$ cat src/rtl/fcv_pkg.sv
`timescale 1ns / 1ps
`default_nettype none
// ----------------------------------------------------------------------------
// fcv_pkg
// Shared widths, defaults and the cell control bundle for the full-length
// convolution filter.
// ----------------------------------------------------------------------------
package fcv_pkg;

  localparam int MaxTapsDefault    = 64;
  localparam int SampleBitsDefault = 16;
  localparam int CoefBits          = 16;
  localparam int ValueBits         = 16;
  localparam int IndexBits         = 6;
  localparam int CountBits         = 7;
  localparam int SumBits           = 38;

  // Operation codes carried by the op field
  localparam logic OpLoad   = 1'b0;
  localparam logic OpSample = 1'b1;

  // One command to every cell of the chain, all cells see the same bundle
  typedef struct packed {
    logic                 shift;
    logic                 rotate;
    logic                 clear;
    logic                 coef_we;
    logic [IndexBits-1:0] coef_index;
    logic [CoefBits-1:0]  coef_data;
    logic [IndexBits-1:0] tap_last;
  } cell_ctrl_t;

endpackage
`default_nettype wire

$ cat src/rtl/fcv_mac.sv
`timescale 1ns / 1ps
`default_nettype none
// ----------------------------------------------------------------------------
// fcv_mac
// Multiply-accumulate at the head of the chain: registered product, then a
// full-width accumulate.
// ----------------------------------------------------------------------------
module fcv_mac #(
  parameter int SAMP_W = fcv_pkg::SampleBitsDefault
) (
  input  logic                                clk,
  input  logic                                rst,
  input  logic                                clear,
  input  logic                                mul_en,
  input  logic signed [SAMP_W-1:0]            a,
  input  logic signed [fcv_pkg::CoefBits-1:0] b,
  output logic signed [fcv_pkg::SumBits-1:0]  acc
);
  import fcv_pkg::*;

  localparam int ProdBits = SAMP_W + CoefBits;

  logic signed [ProdBits-1:0] prod;
  logic                       prod_valid;

  always_ff @(posedge clk) begin
    prod <= a * b;
  end

  always_ff @(posedge clk) begin
    if (rst) begin
      prod_valid <= 1'b0;
      acc        <= '0;
    end else begin
      prod_valid <= mul_en;
      if (clear) begin
        acc <= '0;
      end else if (prod_valid) begin
        acc <= acc + SumBits'(prod);
      end
    end
  end

endmodule
`default_nettype wire

$ cat config.mk
export PLATFORM = sky130hd
export DESIGN_NAME = fcv_mac
export DESIGN_NICKNAME = d
export VERILOG_FILES = /design/src/rtl/fcv_pkg.sv /design/src/rtl/fcv_mac.sv
export SDC_FILE = /design/constraint.sdc
export NUM_CORES = 1
export LEC_CHECK = 0
export ABC_AREA = 1
export BUFFER_PORTS_ARGS = -buffer_cell sky130_fd_sc_hd__buf_4
export CAP_MARGIN = 20
export CELL_PAD_IN_SITES_DETAIL_PLACEMENT = 0
export CELL_PAD_IN_SITES_GLOBAL_PLACEMENT = 1
export CORE_MARGIN = 2
export CORE_UTILIZATION = 43
export DETAILED_ROUTE_END_ITERATION = 8
export PLACE_DENSITY_LB_ADDON = 0.1
export SLEW_MARGIN = 15
export SYNTH_ARGS = -nofsm -noshare
export SYNTH_HDL_FRONTEND = slang
export SYNTH_SLANG_ARGS = --single-unit
$ cat constraint.sdc
create_clock -name clk -period 6.6 [get_ports clk]
set_input_delay 1.32 -clock clk [delete_from_list [all_inputs] [get_ports clk]]
set_output_delay 1.32 -clock clk [all_outputs]
set_load 0.1 [all_outputs]
==> out/results.txt, run 1 <==
Synth Flop Type -> dfxtp_1
Initial Util -> 43.6%
pin count of the biggest net entering global routing -> 62
CP dominant cell by count -> fa_1
slowest stage delay, CP -> 500 ps
fill count -> 3645
R2R Path Start -> acc[0]
CTS tree -> built
Post-Syn Instances -> 2072
Tmin final -> 6270 ps
IO buf count -> 73
crit start category -> input pin
final setup violation count -> 0
max_slew headroom -> 54.7%
status -> finished clean
GRT Total Usage -> 23.4%
commonest cells after routing, fill and taps aside -> 548 x inv_1, 487 x nand2_1, 263 x fa_1, 181 x nor2_1, 119 x ha_1
FMAX -> 160 MHz
unrepaired setup endpoints after global routing -> false
post-synth net total -> 2490
dpl hpwl -> 35000 um
Final Max Slew Viols -> 0
hold crit path type -> reg2reg
CP Capture Type -> flop
1st-iter DRT viols -> 548
Num CTS Buffers -> 9
Post-route DRC -> 0
# clock sinks -> 71
# diodes -> 0
Clk Tree Root Cell -> clkbuf_16
Inst Count DP -> 2563
Syn Area/Cell -> 7.27 um2
router iterations before antenna repair -> 5
first-pass GRT wire length -> 66500 um
crit path max fanout -> 15
FP Rows -> 68
WP data arrival -> 6500 ps
Worst Skew -> 7.01 ps
Hold Fails Final Rpt -> 0
Die Width -> 191 um
Async SR Flop Fraction -> 0%
Vias/cell -> 4.70
share of cells above drive strength 1 -> 7.53%
FF-to-FF setup slack -> 3880 ps
CP Data Required Time -> 6840 ps
routed via count -> 12100
Setup CP Type -> in2reg
design area -> 0.0165 mm2
Final nets -> 2537
Max Root-Sink Buffers -> 2
max-cap violations -> 0
CP Cell Sequence -> buf_4, clkinvlp_4, or2_2, fa_1, fa_1, inv_1, fa_1, fa_1, fa_1, inv_1, fa_1, inv_1, ha_1, a21oi_1, o21ai_0, a21oi_1, nand3_2, nand3_1, nand2_1, xor2_1
R2R depth -> 13
Synthesis Warnings -> 0
WP depth -> 20
DRT antenna net count -> 0
critical path's slowest cell -> fa_1
register area share after synthesis -> 9.43%
grt ovf -> 0
CTS H-tree depth -> 3
number of synthesized flops with an enable pin -> 0
die area -> 0.0366 mm2
latest clock arrival within the worst-skew pair -> 350 ps
CORE AREA -> 0.0345 mm2
Area Overhead vs Synth -> 9.41%
Post-Route WL -> 40600 um
Worst-Margin Slew -> 674 ps
CP Capture Point -> prod[28]
Area after DPL -> 0.0162 mm2
RR Endpoint -> acc[26]
I/O pin total -> 74
Final Cycle Share -> 95.0%
Synth cell types -> 36
mapped cell area -> 0.0151 mm2
die height -> 191 um
Routability Congestion -> 0.888
number of synthesized register bits -> 71
initial antenna violation count -> 0
most common library cell in the layout ignoring fill and taps -> inv_1
Finished Layout Cells -> 2579
CP Launch Point -> b[15]
CP top delay family -> adder cells
CTS clk-pin slew, worst paths -> 60 ps
DR WL/cell -> 15.7 um
Worst Path Buf+Inv -> 5
vias in the first global route -> 12700
Worst Hold Path Cells -> 2
[tightest hold or removal path, cell delays in order, from the launching register on]
cell	delay, ps
dfxtp_1	320
nand2_1	70
a21oi_1	50
[stage by stage]
step	setup TNS [ps]	hold slack, ps	setup WS [ps]	util (%)
final	0	483	332	47.7
after CTS	0	489	271	47.7
after floorplan	0	587	133	-
after global placement	0	470	10.1	46.8
after detailed placement	-315	479	-96.8	46.8
after global routing	0	521	10.3	47.7
[synthesized netlist by cell type (4+ instances only)]
cell,instances,share of area [%]
nand2_2,8,0.33
clkbuf_1,68,1.7
nor2_2,6,0.25
fa_1,263,35
a21oi_2,5,0.29
nand4_1,18,0.75
nand3_1,52,1.7
o21ai_1,10,0.33
a21o_1,11,0.55
o21ai_0,45,1.5
xnor2_1,16,0.93
o221ai_1,4,0.23
nor2_1,181,4.5
dfxtp_1,71,9.4
nor3_2,4,0.27
nand2_1,487,12
xor2_1,36,2.1
a21oi_1,75,2.5
inv_2,4,0.10
ha_1,119,9.9
o21bai_1,15,0.75
inv_1,549,14
[what timing repair did]
action	in CTS	in global routing
hold buffers	0	0
resized for setup	0	2
buffers inserted	0	0
endpoints found under the setup margin	0	3
[area by class of cell]
| type | count | area, um2 | area share, % |
|---|---|---|---|
| tap | 455 | 569 | 3.45 |
| clock inverter | 6 | 68.8 | 0.417 |
| multi-input combinational | 1377 | 11300 | 68.6 |
| timing repair buffer | 106 | 796 | 4.83 |
| inverter | 554 | 2080 | 12.6 |
| clock buffer | 10 | 239 | 1.45 |
| sequential | 71 | 1420 | 8.63 |
[flip-flops by register name, indices dropped and copies added, names as in the netlist]
| register | flops |
|---|---|
| acc | 38 |
| prod_valid | 1 |
| prod | 32 |
[metal layers]
metal / GRT usage, % / routed length [um]
met1: 31.0 / 18900
met4: 5.71 / 841
met2: 41.8 / 19800
met5: 0 / 0
met3: 1.60 / 1040
[worst min path at each step]
stage	endpoint	startpoint
after floorplan	acc[0]	prod[0]
after global placement	acc[0]	acc[0]
after detailed placement	acc[0]	acc[0]
after CTS	acc[0]	acc[0]
after global routing	acc[0]	acc[0]
final	acc[0]	acc[0]
[kinds of logic (layout without fill, tap and decap cells)]
| kind of cell | Yosys count | in the layout | synth area share (%) |
|---|---|---|---|
| DFF | 71 | 71 | 9.43 |
| adders and majority gates | 382 | 382 | 44.8 |
| buffers and inverters | 624 | 676 | 15.6 |
| AOI/OAI and AO/OA | 175 | 175 | 6.69 |
| and+or+nand+nor | 768 | 768 | 20.5 |
| xor gates and xnor gates | 52 | 52 | 3.02 |
Power of run 1 is not shown: default switching activity piles up to over one toggle a cycle in this logic, so the estimate is an artifact.
==> run 2, diff against run 1 <==
--- a/config.mk
+++ b/config.mk
@@ -11,7 +11,8 @@
 export CELL_PAD_IN_SITES_DETAIL_PLACEMENT = 0
 export CELL_PAD_IN_SITES_GLOBAL_PLACEMENT = 1
 export CORE_MARGIN = 2
-export CORE_UTILIZATION = 43
+export CORE_UTILIZATION = 44
+export CTS_BUF_LIST = sky130_fd_sc_hd__clkbuf_4
 export DETAILED_ROUTE_END_ITERATION = 8
 export PLACE_DENSITY_LB_ADDON = 0.1
 export SLEW_MARGIN = 15
==> run 2 against run 1 <==
The flow now finishes with violations (DRC). Die area decreased by 2.2%. First-iteration DRC count increased by 17%. Clock-buffer cell count decreased by 1. Critical endpoint is now prod[22]. Largest cell class unchanged.
==> out/results.txt, run 2 (synthesized netlist as in run 1, its figures left out) <==
Num CTS Buffers -> 9 (unchanged)
Finished Layout Cells -> 2563 (-0.62%)
Setup WS post-layout -> 425 ps (+92.9 ps)
FF-to-FF setup slack -> 3870 ps (about the same)
Final nets -> 2527 (-0.39%)
max-cap violations -> 0 (unchanged)
Final Cycle Share -> 93.6% (-1.4 points)
max_slew headroom -> 56.1% (+1.5 points)
post-CTS resize count -> 0 (unchanged)
first-pass GRT wire length -> 66500 um (about the same)
IO buf count -> 73 (unchanged)
DRT antenna net count -> 0 (unchanged)
1st-iter DRT viols -> 641 (+17%)
Largest register FFs -> 38 (unchanged)
pin count of the biggest net entering global routing -> 62 (unchanged)
CTS clk-pin slew, worst paths -> 130 ps (+70 ps)
design area -> 0.0163 mm2 (-1.3%)
CORE AREA -> 0.0336 mm2 (-2.7%)
Area Overhead vs Synth -> 8.00%
FMAX -> 162 MHz (+1.5%)
Max Root-Sink Buffers -> 2 (unchanged)
Hold-fix buffers, CTS -> 0 (unchanged)
CP Capture Type -> flop
final setup violation count -> 0 (unchanged)
WP data arrival -> 6580 ps (+80 ps)
Hold Crit Start -> acc[0]
unrepaired setup endpoints after global routing -> false
hold endpoint -> acc[0]
Biggest register -> acc
vias in the first global route -> 12700 (+0.17%)
die area -> 0.0357 mm2 (-2.2%)
failing checks -> DRC
Vias/cell -> 4.79 (+1.9%)
hold crit path type -> reg2reg
most common library cell in the layout ignoring fill and taps -> inv_1
Post-Route WL -> 40400 um (-0.32%)
RR Endpoint -> acc[26]
dpl hpwl -> 34500 um (-1.4%)
DR WL/cell -> 15.8 um (+0.30%)
Inst Count DP -> 2546 (-0.66%)
Setup CP Type -> in2reg
Tmin final -> 6180 ps (-92.9 ps)
routed via count -> 12300 (+1.3%)
die height -> 189 um (-1.1%)
initial antenna violation count -> 1 (+1)
biggest regs -> acc (38), prod (32), prod_valid (1)
FP Rows -> 67 (-1.5%)
Hold Fails Final Rpt -> 0 (unchanged)
R2R Path Start -> acc[0]
Hold WS -> 491 ps (+7.88 ps)
Routability Congestion -> 0.926 (+4.3%)
Initial Util -> 44.8% (+1.2 points)
GRT Total Usage -> 23.7% (+0.26 points)
commonest cells after routing, fill and taps aside -> 549 x inv_1, 487 x nand2_1, 263 x fa_1, 181 x nor2_1, 119 x ha_1
Final Max Slew Viols -> 0 (unchanged)
Worst Skew -> 23.8 ps (+16.8 ps)
grt ovf -> 0 (unchanged)
Clk Tree Root Cell -> clkbuf_4
CTS H-tree depth -> 3 (unchanged)
crit start category -> input pin
latest clock arrival within the worst-skew pair -> 480 ps (+130 ps)
Worst-Margin Slew -> 658 ps (-15.8 ps)
post-CTS setup buffers -> 0 (unchanged)
CTS tree -> built
Die Width -> 189 um (-1.1%)
pre-CTS setup slack -> -51.3 ps (+45.5 ps)
# clock sinks -> 71 (unchanged)
Area after DPL -> 0.0161 mm2 (-0.44%)
Worst Hold Path Cells -> 2 (unchanged)
I/O pin total -> 74 (unchanged)
R2R depth -> 13 (unchanged)
share of cells above drive strength 1 -> 7.00% (-0.53 points)
router iterations before antenna repair -> 9 (+4)
status -> finished, violations left
Post-route DRC -> 1 (+1)
crit path max fanout -> 7 (-8)
CP Data Required Time -> 7000 ps (+160 ps)
## run 2: per-stage QoR
step	util (%)	setup TNS [ps]
floorplan	-	0
global placement	47.9	-61.4
detailed placement	47.9	-170
CTS	48.4	0
global route	48.4	0
finish	48.4	0
## run 2: final cells by class
type                    count  area [um2]
fillers                  3497       17300
multi-input cells        1377       11300
repair buffers             96         733
clock buffers               9        67.6
clock inverters             7         105
flip-flops and latches     71        1420
diodes                      1        2.50
inverters                 554        2080
well taps                 448         561
## run 2: how the worst max path moves through the flow
stage	slack, ps	endpoint	startpoint
finish	420	prod[22]	b[1]
global route	110	prod[28]	b[1]
CTS	460	prod[22]	b[1]
detailed placement	-50	prod[22]	b[1]
global placement	-30	prod[27]	b[1]
floorplan	130	prod[23]	b[7]
## run 2: layer usage
metal	GRT usage (%)	up-vias	share of wire, %
li1	-	6108	-
met1	31.3	5852	46
met2	41.7	272	48
met3	1.52	45	3.7
met4	7.12	0	2.5
met5	0	-	0
## run 2: worst max-delay path, cell delays in order
cell and delay (ps):
buf_4 160, nand2_1 120, inv_1 90, fa_1 600, buf_4 170, fa_1 450
fa_1 500, fa_1 520, fa_1 490, inv_1 50, fa_1 470, inv_1 40
ha_1 360, nand2_1 130, inv_1 70, nand2_1 70, nor3_2 190, nand4_1 170
nand3_1 260, nand3_1 110, nand2_1 90, xor2_1 150
Power of run 2 is left out for the same reason.
