[src/rtl/fcv_pkg.sv]
`timescale 1ns / 1ps
`default_nettype none
// ----------------------------------------------------------------------------
// fcv_pkg
// Shared widths, defaults and the cell control bundle for the full-length
// convolution filter.
// ----------------------------------------------------------------------------
package fcv_pkg;

  localparam int MaxTapsDefault    = 64;
  localparam int SampleBitsDefault = 16;
  localparam int CoefBits          = 16;
  localparam int ValueBits         = 16;
  localparam int IndexBits         = 6;
  localparam int CountBits         = 7;
  localparam int SumBits           = 38;

  // Operation codes carried by the op field
  localparam logic OpLoad   = 1'b0;
  localparam logic OpSample = 1'b1;

  // One command to every cell of the chain, all cells see the same bundle
  typedef struct packed {
    logic                 shift;
    logic                 rotate;
    logic                 clear;
    logic                 coef_we;
    logic [IndexBits-1:0] coef_index;
    logic [CoefBits-1:0]  coef_data;
    logic [IndexBits-1:0] tap_last;
  } cell_ctrl_t;

endpackage
`default_nettype wire

[src/rtl/fcv_cell.sv]
`timescale 1ns / 1ps
`default_nettype none
// ----------------------------------------------------------------------------
// fcv_cell
// One tap of the chain: holds one sample and one coefficient. Samples shift
// towards higher taps; during a sum pass the taps in use rotate towards tap 0.
// ----------------------------------------------------------------------------
module fcv_cell #(
  parameter int INDEX  = 0,
  parameter int SAMP_W = fcv_pkg::SampleBitsDefault
) (
  input  logic                                clk,
  input  logic                                rst,
  input  fcv_pkg::cell_ctrl_t                 ctrl,
  input  logic signed [SAMP_W-1:0]            samp_prev,
  input  logic signed [SAMP_W-1:0]            samp_next,
  input  logic signed [SAMP_W-1:0]            head_samp,
  input  logic signed [fcv_pkg::CoefBits-1:0] coef_next,
  input  logic signed [fcv_pkg::CoefBits-1:0] head_coef,
  output logic signed [SAMP_W-1:0]            samp,
  output logic signed [fcv_pkg::CoefBits-1:0] coef
);
  import fcv_pkg::*;

  localparam logic [IndexBits-1:0] MyIndex = IndexBits'(INDEX);

  logic wrap;
  logic in_use;

  always_comb begin
    wrap   = (ctrl.tap_last == MyIndex);
    in_use = (MyIndex <= ctrl.tap_last);
  end

  always_ff @(posedge clk) begin
    if (rst) begin
      samp <= '0;
      coef <= '0;
    end else if (ctrl.clear) begin
      samp <= '0;
    end else if (ctrl.shift) begin
      samp <= samp_prev;
    end else if (ctrl.rotate && in_use) begin
      // the last tap in use takes the head back, closing the ring
      samp <= wrap ? head_samp : samp_next;
      coef <= wrap ? head_coef : coef_next;
    end else if (ctrl.coef_we && (ctrl.coef_index == MyIndex)) begin
      coef <= ctrl.coef_data;
    end
  end

endmodule
`default_nettype wire

[config.mk]
export PLATFORM = sky130hd
export DESIGN_NAME = fcv_cell
export DESIGN_NICKNAME = d
export VERILOG_FILES = /design/src/rtl/fcv_pkg.sv /design/src/rtl/fcv_cell.sv
export SDC_FILE = /design/constraint.sdc
export NUM_CORES = 1
export LEC_CHECK = 0
export ABC_CLOCK_PERIOD_IN_PS = 3600
export BUFFER_PORTS_ARGS = -buffer_cell sky130_fd_sc_hd__buf_2
export CAP_MARGIN = 15
export CORE_MARGIN = 4
export CORE_UTILIZATION = 41
export DETAILED_ROUTE_END_ITERATION = 6
export PLACE_DENSITY_LB_ADDON = 0.12
export REMOVE_ABC_BUFFERS = 1
export SYNTH_ARGS = -nofsm -noshare
export SYNTH_HDL_FRONTEND = slang
export SYNTH_SLANG_ARGS = --single-unit
[constraint.sdc]
create_clock -name clk -period 3.6 [get_ports clk]
set_clock_uncertainty 0.2 [all_clocks]
set_input_delay 0.72 -clock clk [delete_from_list [all_inputs] [get_ports clk]]
set_output_delay 0.72 -clock clk [all_outputs]
set_load 0.01 [all_outputs]
==> results of run 1 <==
-- area by class of cell --
type | instances | area [sq um]
sequential | 32 | 641
inverter | 14 | 52.6
fill | 399 | 1470
tap | 50 | 62.6
multi-input combinational | 147 | 947
clock buffer | 8 | 90.1
timing repair buffer | 150 | 763
-- flip-flops by register name, summed over array words and instances, names as in the netlist --
register and count:
samp 16, coef 16
-- stage by stage --
step	instances	hold slack, ps	total power, mW
2_1_floorplan	193	277	0.443
3_3_place_gp	393	232	0.540
3_5_place_dp	393	238	0.542
4_1_cts	401	253	0.821
5_1_grt	401	277	0.857
6_report	401	253	0.811
-- cell usage after synthesis --
master,n
dfxtp_1,32
nor3b_1,2
or4_1,1
nand3_1,3
or3_1,1
nor4_2,1
nor4b_2,1
clkbuf_1,8
and2b_1,1
nor3_1,1
buf_6,2
o31ai_1,28
nand2_1,18
buf_2,5
clkbuf_2,2
nor4_1,2
nor2_1,17
mux2i_1,16
o31ai_2,1
a311oi_1,1
a21oi_1,14
o21ai_0,19
inv_1,14
and3_1,3
a22oi_1,16
or2_2,1
-- cell families (layout without fill, tap and decap cells) --
logic type,after synthesis,after routing,share of synthesized area [%]
buf+inv,31,172,8.19
mux,16,16,9.36
compound gates,79,79,30.2
simple gates,52,52,14.8
flops,32,32,37.5
-- critical path, stage by stage --
cell     delay, ps
buf_2          100
or4_1          810
o31ai_1        340
a21oi_1         70
o31ai_1        190
-- per-layer routing --
metal  share of wire, %  vias up  track usage (%)
li1                   -     1045                -
met1                 41      898             24.0
met2                 49       84             34.3
met3                9.9        5             5.37
met4               0.55        0             3.69
met5                  0        -                0
-- worst paths after layout --
check	to	cells past startpoint	slack, ps	from
max	coef[5]	5	1360	ctrl[1]
min	coef[11]	2	250	coef[11]
max reg2reg	samp[7]	2	2710	samp[7]
min reg2reg	coef[11]	2	250	coef[11]
-- where the power goes --
group | switching, mW | total, mW | internal, mW
logic | 0.0743 | 0.155 | 0.0811
registers | 0.00726 | 0.377 | 0.370
clock network | 0.123 | 0.278 | 0.156
total | 0.204 | 0.811 | 0.607
==> qor.txt, run 1 <==
status -> finished clean
synth top area cells -> dfxtp_1, o31ai_1, mux2i_1
clk buf depth -> 2
clk sinks -> 32
Root Driver -> clkbuf_8
H-tree lvl count -> 2
Starting Density -> 42.5%
Avg Cell Area, Syn -> 8.14 sq um
post-DR wirelength/cell -> 13.3 um
initial antenna violation count -> 0
Tmin final -> 2240 ps
critical setup path kind -> input pin to register
ant diodes -> 0
commonest non-fill, non-tap cell in the layout -> buf_2
Mapped Area -> 1710 sq um
post-route ant nets -> 0
maxcap violations -> 0
top-area cell type share of the netlist area -> 37.5%
yosys synthesis warning count -> 0
total wire length -> 5320 um
vias in the first global route -> 1,937
die area -> 5270 sq um
share of cells above drive strength 1 -> 46.4%
final cycle utilization of the critical path -> 62.3%
most frequent cells in the layout -> buf_2, dfxtp_1, o31ai_1, o21ai_0, nand2_1
RSZ-0062 raised after global routing -> false
Max FO, Critical Path -> 16
#FFs+latches synth -> 32
I/O Buffers -> 145
CTS tree -> yes
CP required -> 3590 ps
Worst Setup End Kind -> register
vias -> 2,032
Lkg Pwr -> 1.39 nW
Post-CTS Setup Bufs -> 0
grt ovf -> 0
placed cell area -> 2470 sq um
Clock Latency Late Sink -> 270 ps
pre-CTS setup slack -> 1040 ps
Tightest Pin Transition -> 575 ps
GRT Total Usage -> 19.5%
Final Util -> 63.4%
io pins -> 146
Die H -> 72.6 um
P per Cell Area -> 317 nW/um^2
final worst slack -> 1360 ps
first-pass GRT wire length -> 8290 um
Final Max Tran Viols -> 0
Detailed Place HPWL -> 4150 um
fmax -> 446 MHz
final layout net count -> 464
TritonCTS buffer count -> 5
DR iter-0 viols -> 98
CP startpoint kind -> input pin
Via-to-Cell Ratio -> 5.07
CTS Hold Bufs -> 0
worst min path class -> register to register
Layout area overhead -> 49.5%
post-synthesis sequential area ratio -> 37.5%
# rows -> 23
drt pass-1 iters -> 6
Die Wd -> 72.6 um
core area -> 4030 sq um
clock-pin transition on the worst setup and hold timing paths -> 70 ps
maximum vdd drop -> 0.286 mV
post-CTS sizing -> 0
Post-Syn Instances -> 210
endpoints failing setup -> 0
Yosys top cell by area -> dfxtp_1
Max-slew headroom -> 61.7%
Distinct cells, synth -> 26
residual DRC count -> 0
Setup TNS -> 0 ps
critical path data arrival time -> 2230 ps
Fin. Hold Viols -> 0
post-route cell area -> 2560 sq um
largest net degree at the start of global routing -> 30
RePlAce Congestion -> 0.767
Power figures use the tool's default switching activity.
==> inputs of run 2 (changes only) <==
--- a/config.mk
+++ b/config.mk
@@ -5,11 +5,11 @@
 export SDC_FILE = /design/constraint.sdc
 export NUM_CORES = 1
 export LEC_CHECK = 0
-export ABC_CLOCK_PERIOD_IN_PS = 3600
+export ABC_CLOCK_PERIOD_IN_PS = 1900
 export BUFFER_PORTS_ARGS = -buffer_cell sky130_fd_sc_hd__buf_2
 export CAP_MARGIN = 15
 export CORE_MARGIN = 4
-export CORE_UTILIZATION = 41
+export CORE_UTILIZATION = 34
 export DETAILED_ROUTE_END_ITERATION = 6
 export PLACE_DENSITY_LB_ADDON = 0.12
 export REMOVE_ABC_BUFFERS = 1
==> constraint.sdc (replaced) <==
create_clock -name clk -period 1.9 [get_ports clk]
set_clock_uncertainty 0.2 [all_clocks]
set_input_delay 0.38 -clock clk [delete_from_list [all_inputs] [get_ports clk]]
set_output_delay 0.38 -clock clk [all_outputs]
set_load 0.01 [all_outputs]
==> run 2 against run 1 <==
Non-clock buffer count increased by 7. Hold slack got worse by 120 ps. Critical path type unchanged. Clock power increased by 130%. Critical path depth increased by 1. Sequential share of layout area decreased by 1.0 points.
==> qor.txt, run 2 (synthesis results as in run 1) <==
status -> finished clean
RePlAce Congestion -> 0.780 (+1.6%)
final cycle utilization of the critical path -> 91.5%
P per Cell Area -> 621 nW/um^2 (+96%)
core area -> 4790 sq um (+19%)
Cell Count, Final, Fillers Out -> 425 (+6.0%)
Max-slew headroom -> 54.5% (-7.2 points)
post-route ant nets -> 0 (unchanged)
H-tree lvl count -> 2 (unchanged)
Starting Density -> 35.7% (-6.7 points)
final layout net count -> 471 (+1.5%)
endpoints failing setup -> 0 (unchanged)
grt ovf -> 0 (unchanged)
clock-pin transition on the worst setup and hold timing paths -> 70 ps (about the same)
DR iter-0 viols -> 86 (-12%)
clk buf depth -> 2 (unchanged)
CP required -> 1900 ps (-1690 ps)
fmax -> 575 MHz
ant diodes -> 0 (unchanged)
Root Driver -> clkbuf_8
Die Wd -> 78.9 um (+8.7%)
Worst Setup End Kind -> register
maxcap violations -> 0 (unchanged)
GRT Total Usage -> 18.2% (-1.3 points)
total wire length -> 5810 um (+9.3%)
Layout area overhead -> 55.9%
Final Max Tran Viols -> 0 (unchanged)
critical setup path kind -> input pin to register
CTS tree -> yes
Setup TNS -> 0 ps (unchanged)
Worst setup startpoint -> ctrl[1]
TritonCTS buffer count -> 5 (unchanged)
Tmin final -> 1740 ps
Lkg Pwr -> 1.44 nW (+3.8%)
io pins -> 146 (unchanged)
worst min path class -> input pin to register
vias in the first global route -> 1,931 (-0.31%)
CP startpoint kind -> input pin
maximum vdd drop -> 0.449 mV (+57%)
post-DR wirelength/cell -> 13.7 um (+3.2%)
Tightest Pin Transition -> 682 ps (+107 ps)
Largest regs -> coef x16, samp x16
Max FO, Critical Path -> 16 (unchanged)
RSZ-0062 raised after global routing -> false
clk sinks -> 32 (unchanged)
Clock Latency Late Sink -> 280 ps (about the same)
launching point of the worst reg2reg path -> samp[8]
Fin. Hold Viols -> 0 (unchanged)
Die H -> 78.9 um (+8.7%)
vias -> 2,072 (+2.0%)
first-pass GRT wire length -> 9080 um (+9.6%)
critical path data arrival time -> 1740 ps (-490 ps)
I/O Buffers -> 145 (unchanged)
Detailed Place HPWL -> 4530 um (+9.2%)
Placed Cells -> 417 (+6.1%)
most frequent cells in the layout -> buf_2, dfxtp_1, o31ai_1, o21ai_0, nand2_1
largest net degree at the start of global routing -> 30 (unchanged)
Worst Hold Launch -> samp_prev[7]
residual DRC count -> 0 (unchanged)
worst hold-check slack -> 136 ps (-116 ps)
drt pass-1 iters -> 4 (-2)
Final Util -> 55.7% (-7.7 points)
commonest non-fill, non-tap cell in the layout -> buf_2
initial antenna violation count -> 1 (+1)
Via-to-Cell Ratio -> 4.88 (-3.8%)
share of cells above drive strength 1 -> 47.8% (+1.3 points)
# rows -> 25 (+8.7%)
die area -> 6230 sq um (+18%)
## run 2: cell count changes in the layout (fill, tap and decap cells not counted)
cell / previous run / this run
buf_12: 0 / 1
buf_4: 5 / 11
clkbuf_1: 2 / 1
bufinv_16: 0 / 1
nor3b_4: 0 / 1
clkinv_2: 0 / 1
nor3b_2: 1 / 0
clkbuf_8: 6 / 5
## run 2: cell type report
type	instances	area [sq um]
Clock buffer	6	72.6
Inverter	14	52.6
Timing Repair Buffer	157	828
Fill cell	506	2120
Sequential cell	32	641
Multi-Input combinational cell	147	953
Clock inverter	2	35.0
Tap cell	67	83.8
## run 2: repair_timing
action | in CTS | in global routing
setup endpoints to repair | 0 | 1
resized for setup | 0 | 1
hold buffers | 0 | 0
buffers inserted | 0 | 0
## run 2: power by group
| group | total [mW] | switching (mW) | internal, mW | leakage, nW |
|---|---|---|---|---|
| registers | 0.714 | 0.0136 | 0.701 | 0.261 |
| clock network | 0.634 | 0.245 | 0.389 | 0.0552 |
| logic | 0.307 | 0.145 | 0.161 | 1.12 |
## run 2: critical path, cell delays in order
cell,delay [ps]
buf_2,100
or4_1,500
buf_4,210
o31ai_1,290
a21oi_1,80
o31ai_2,170
## run 2: final timing paths
path         cells past startpoint  slack [ps]        to
max                              6         160  coef[15]
max reg2reg                      2        1000   samp[8]
min                              3         140   samp[7]
min reg2reg                      2         250  coef[10]
## run 2: through the flow
step	power, mW	instance area (sq um)	worst slack (ps)
2_1_floorplan	0.839	1620	-381
3_3_place_gp	1.03	2550	-107
3_5_place_dp	1.04	2550	-122
4_1_cts	1.68	2660	176
5_1_grt	1.75	2670	57.9
6_report	1.66	2670	162
## run 2: layer usage
metal	track usage [%]	up-vias	share of wire (%)
met2	30.6	77	50
met1	23.1	924	41
met4	5.33	2	1.7
li1	-	1059	-
met3	4.54	10	7.1
met5	0	-	0.12
==> inputs of run 3 (changes only) <==
--- a/config.mk
+++ b/config.mk
@@ -5,12 +5,13 @@
 export SDC_FILE = /design/constraint.sdc
 export NUM_CORES = 1
 export LEC_CHECK = 0
-export ABC_CLOCK_PERIOD_IN_PS = 1900
+export ABC_CLOCK_PERIOD_IN_PS = 1700
 export BUFFER_PORTS_ARGS = -buffer_cell sky130_fd_sc_hd__buf_2
 export CAP_MARGIN = 15
 export CORE_MARGIN = 4
-export CORE_UTILIZATION = 34
+export CORE_UTILIZATION = 38
 export DETAILED_ROUTE_END_ITERATION = 6
+export GPL_ROUTABILITY_DRIVEN = 1
 export PLACE_DENSITY_LB_ADDON = 0.12
 export REMOVE_ABC_BUFFERS = 1
 export SYNTH_ARGS = -nofsm -noshare
==> constraint.sdc (replaced) <==
create_clock -name clk -period 1.7 [get_ports clk]
set_clock_uncertainty 0.2 [all_clocks]
set_input_delay 0.34 -clock clk [delete_from_list [all_inputs] [get_ports clk]]
set_output_delay 0.34 -clock clk [all_outputs]
set_load 0.01 [all_outputs]
==> run 3 against run 2 <==
Count of clock-buffer cells in the layout grew 2. Highest routed layer is now met4. Via count rose by 2.1%. Utilization is 7.4 points higher. Hold slack worse by 43 ps. Critical path depth did not move. Cell count down 2.4%. Final area grew 3.1%. Sequential share of layout area shrank 0.71 points. Global-route usage shrank 0.13 points. Register-to-register slack lost 210 ps. Die area shrank 9.5%. Critical path type unchanged. Routed wire length is 3.4% lower.
==> qor.txt, run 3 (synthesis results as in run 1) <==
ant diodes -> 0 (unchanged)
vias -> 2,116 (+2.1%)
sw frac -> 25.7% (+1.3 points)
CP top delay family -> simple AND/OR/NAND/NOR gates
grt ovf -> 0 (unchanged)
critical path data arrival time -> 1650 ps (-90 ps)
fmax -> 606 MHz
# rows -> 24 (-4.0%)
Max FO, Critical Path -> 9 (-7)
most frequent cells in the layout -> buf_2, dfxtp_1, o21ai_0, nand2_1, nor2_1
CP required -> 1700 ps (-200 ps)
P per Cell Area -> 640 nW/um^2 (+3.1%)
Tightest Pin Transition -> 665 ps (-16.5 ps)
Largest regs -> coef x16, samp x16
CP dominant cell by count -> o31ai_2
TritonCTS buffer count -> 5 (unchanged)
Placed Cells -> 406 (-2.6%)
Register Area -> 641 sq um (unchanged)
DR iter-0 viols -> 83 (-3.5%)
share of cells above drive strength 1 -> 51.8% (+4.0 points)
final layout net count -> 476 (+1.1%)
Die Wd -> 75.1 um (-4.9%)
Via-to-Cell Ratio -> 5.10 (+4.6%)
total wire length -> 5620 um (-3.4%)
Worst path max stage delay -> 540 ps (+40 ps)
Layout area overhead -> 60.6%
Worst Setup End Kind -> register
highest routed layer -> met4
maximum vdd drop -> 0.273 mV (-39%)
clk sinks -> 32 (unchanged)
status -> finished clean
critical setup path kind -> input pin to register
vias in the first global route -> 1,851 (-4.1%)
largest net degree at the start of global routing -> 21 (-30%)
io pins -> 146 (unchanged)
GRT Total Usage -> 18.1% (-0.13 points)
Tmin final -> 1650 ps
initial antenna violation count -> 0 (-1)
Clock Power Share -> 33.8% (-4.5 points)
Detailed Place HPWL -> 4380 um (-3.2%)
Die H -> 75.1 um (-4.9%)
die area -> 5640 sq um (-9.5%)
clk buf depth -> 2 (unchanged)
crit-path cells -> buf_2, or4_4, buf_6, o31ai_2, a21oi_1, o31ai_2
Final Max Tran Viols -> 0 (unchanged)
Cell Count, Final, Fillers Out -> 415 (-2.4%)
Psw -> 0.453 mW (+12%)
Sequential Power Share -> 45.5% (+2.3 points)
H-tree lvl count -> 2 (unchanged)
RSZ-0062 raised after global routing -> false
RePlAce Congestion -> 0.746 (-4.4%)
CP max stage cell -> or4_4
endpoints failing setup -> 0 (unchanged)
commonest non-fill, non-tap cell in the layout -> buf_2
wl on met1 -> 2160 um (-8.7%)
Combinational Power Share -> 20.8% (+2.3 points)
Starting Density -> 39.3% (+3.5 points)
post-DR wirelength/cell -> 13.5 um (-1.1%)
Fin. Hold Viols -> 0 (unchanged)
final cycle utilization of the critical path -> 97.1%
drt pass-1 iters -> 4 (unchanged)
residual DRC count -> 0 (unchanged)
WP buf/inv -> 2 (unchanged)
CTS Hold Bufs -> 0 (unchanged)
CTS tree -> yes
met2 WL -> 2670 um (-8.7%)
Clock Latency Late Sink -> 280 ps (about the same)
Setup TNS -> 0 ps (unchanged)
fillers -> 391 (-23%)
core area -> 4350 sq um (-9.0%)
first-pass GRT wire length -> 7870 um (-13%)
area of the multi-input gates -> 1030 sq um (+8.5%)
Lkg Pwr -> 1.48 nW (+2.8%)
clock-pin transition on the worst setup and hold timing paths -> 70 ps (about the same)
CP startpoint kind -> input pin
post-route ant nets -> 0 (unchanged)
maxcap violations -> 0 (unchanged)
I/O Buffers -> 145 (unchanged)
worst min path class -> input pin to register
internal power -> 1.31 mW (+4.3%)
Max-slew headroom -> 55.6% (+1.1 points)
WL met3 -> 702 um (+70%)
Root Driver -> clkbuf_8
==> run 3: cell count changes in the layout (fill, tap and decap cells not counted), moves of 3 or more <==
cell,change
buf_4,+3
buf_6,+3
o31ai_1,-12
o31ai_2,+12
==> run 3: layout make-up <==
class | instances | share of cell area (%)
Multi-Input combinational cell | 147 | 37.7
Clock buffer | 8 | 3.28
Sequential cell | 32 | 23.3
Tap cell | 52 | 2.37
Timing Repair Buffer | 162 | 31.5
Inverter | 14 | 1.91
==> run 3: worst register-to-register path, cell delays in order (launching register included) <==
cell and delay (ps):
dfxtp_1 300, a22oi_1 150, o21ai_0 120
==> run 3: per-layer routing <==
metal | global-route usage [%] | up-vias
li1 | - | 1071
met3 | 5.74 | 7
met1 | 19.3 | 929
met4 | 6.52 | 0
met2 | 33.2 | 109
met5 | 0 | -
==> run 3: path summary, 6_finish.rpt <==
path	from	to	slack (ps)	cells after the start
setup / recovery	ctrl[1]	coef[14]	50	6
hold / removal	samp_prev[6]	samp[6]	90	3
setup reg to reg	samp[5]	samp[5]	790	2
hold reg to reg	coef[3]	coef[3]	250	2
==> run 3: repair_timing <==
action	4_1_cts	5_1_grt
buffers inserted	0	1
pin swaps	0	5
gates resized for setup	1	18
endpoints found under the setup margin	2	16
cloned	0	0
==> run 3: power by group through the flow <==
stage          clock [mW]  sequential, mW  combinational [mW]
2_1_floorplan           0           0.831               0.106
3_3_place_gp            0           0.816               0.341
3_5_place_dp            0           0.815               0.345
4_1_cts             0.613           0.799               0.348
5_1_grt             0.644           0.802               0.403
6_report            0.593           0.799               0.365
==> run 3: metrics by stage <==
stage	utilization (%)	instance area [sq um]	hold WS (ps)	worst slack, ps	power [mW]
final	63.1	2750	93.3	49.8	1.76
after global routing	63.1	2750	91.5	3.44	1.85
after CTS	60.8	2650	84.7	0.600	1.76
after detailed placement	58.6	2550	236	-317	1.16
after global placement	58.6	2550	231	-254	1.16
after floorplan	-	1620	277	-541	0.937
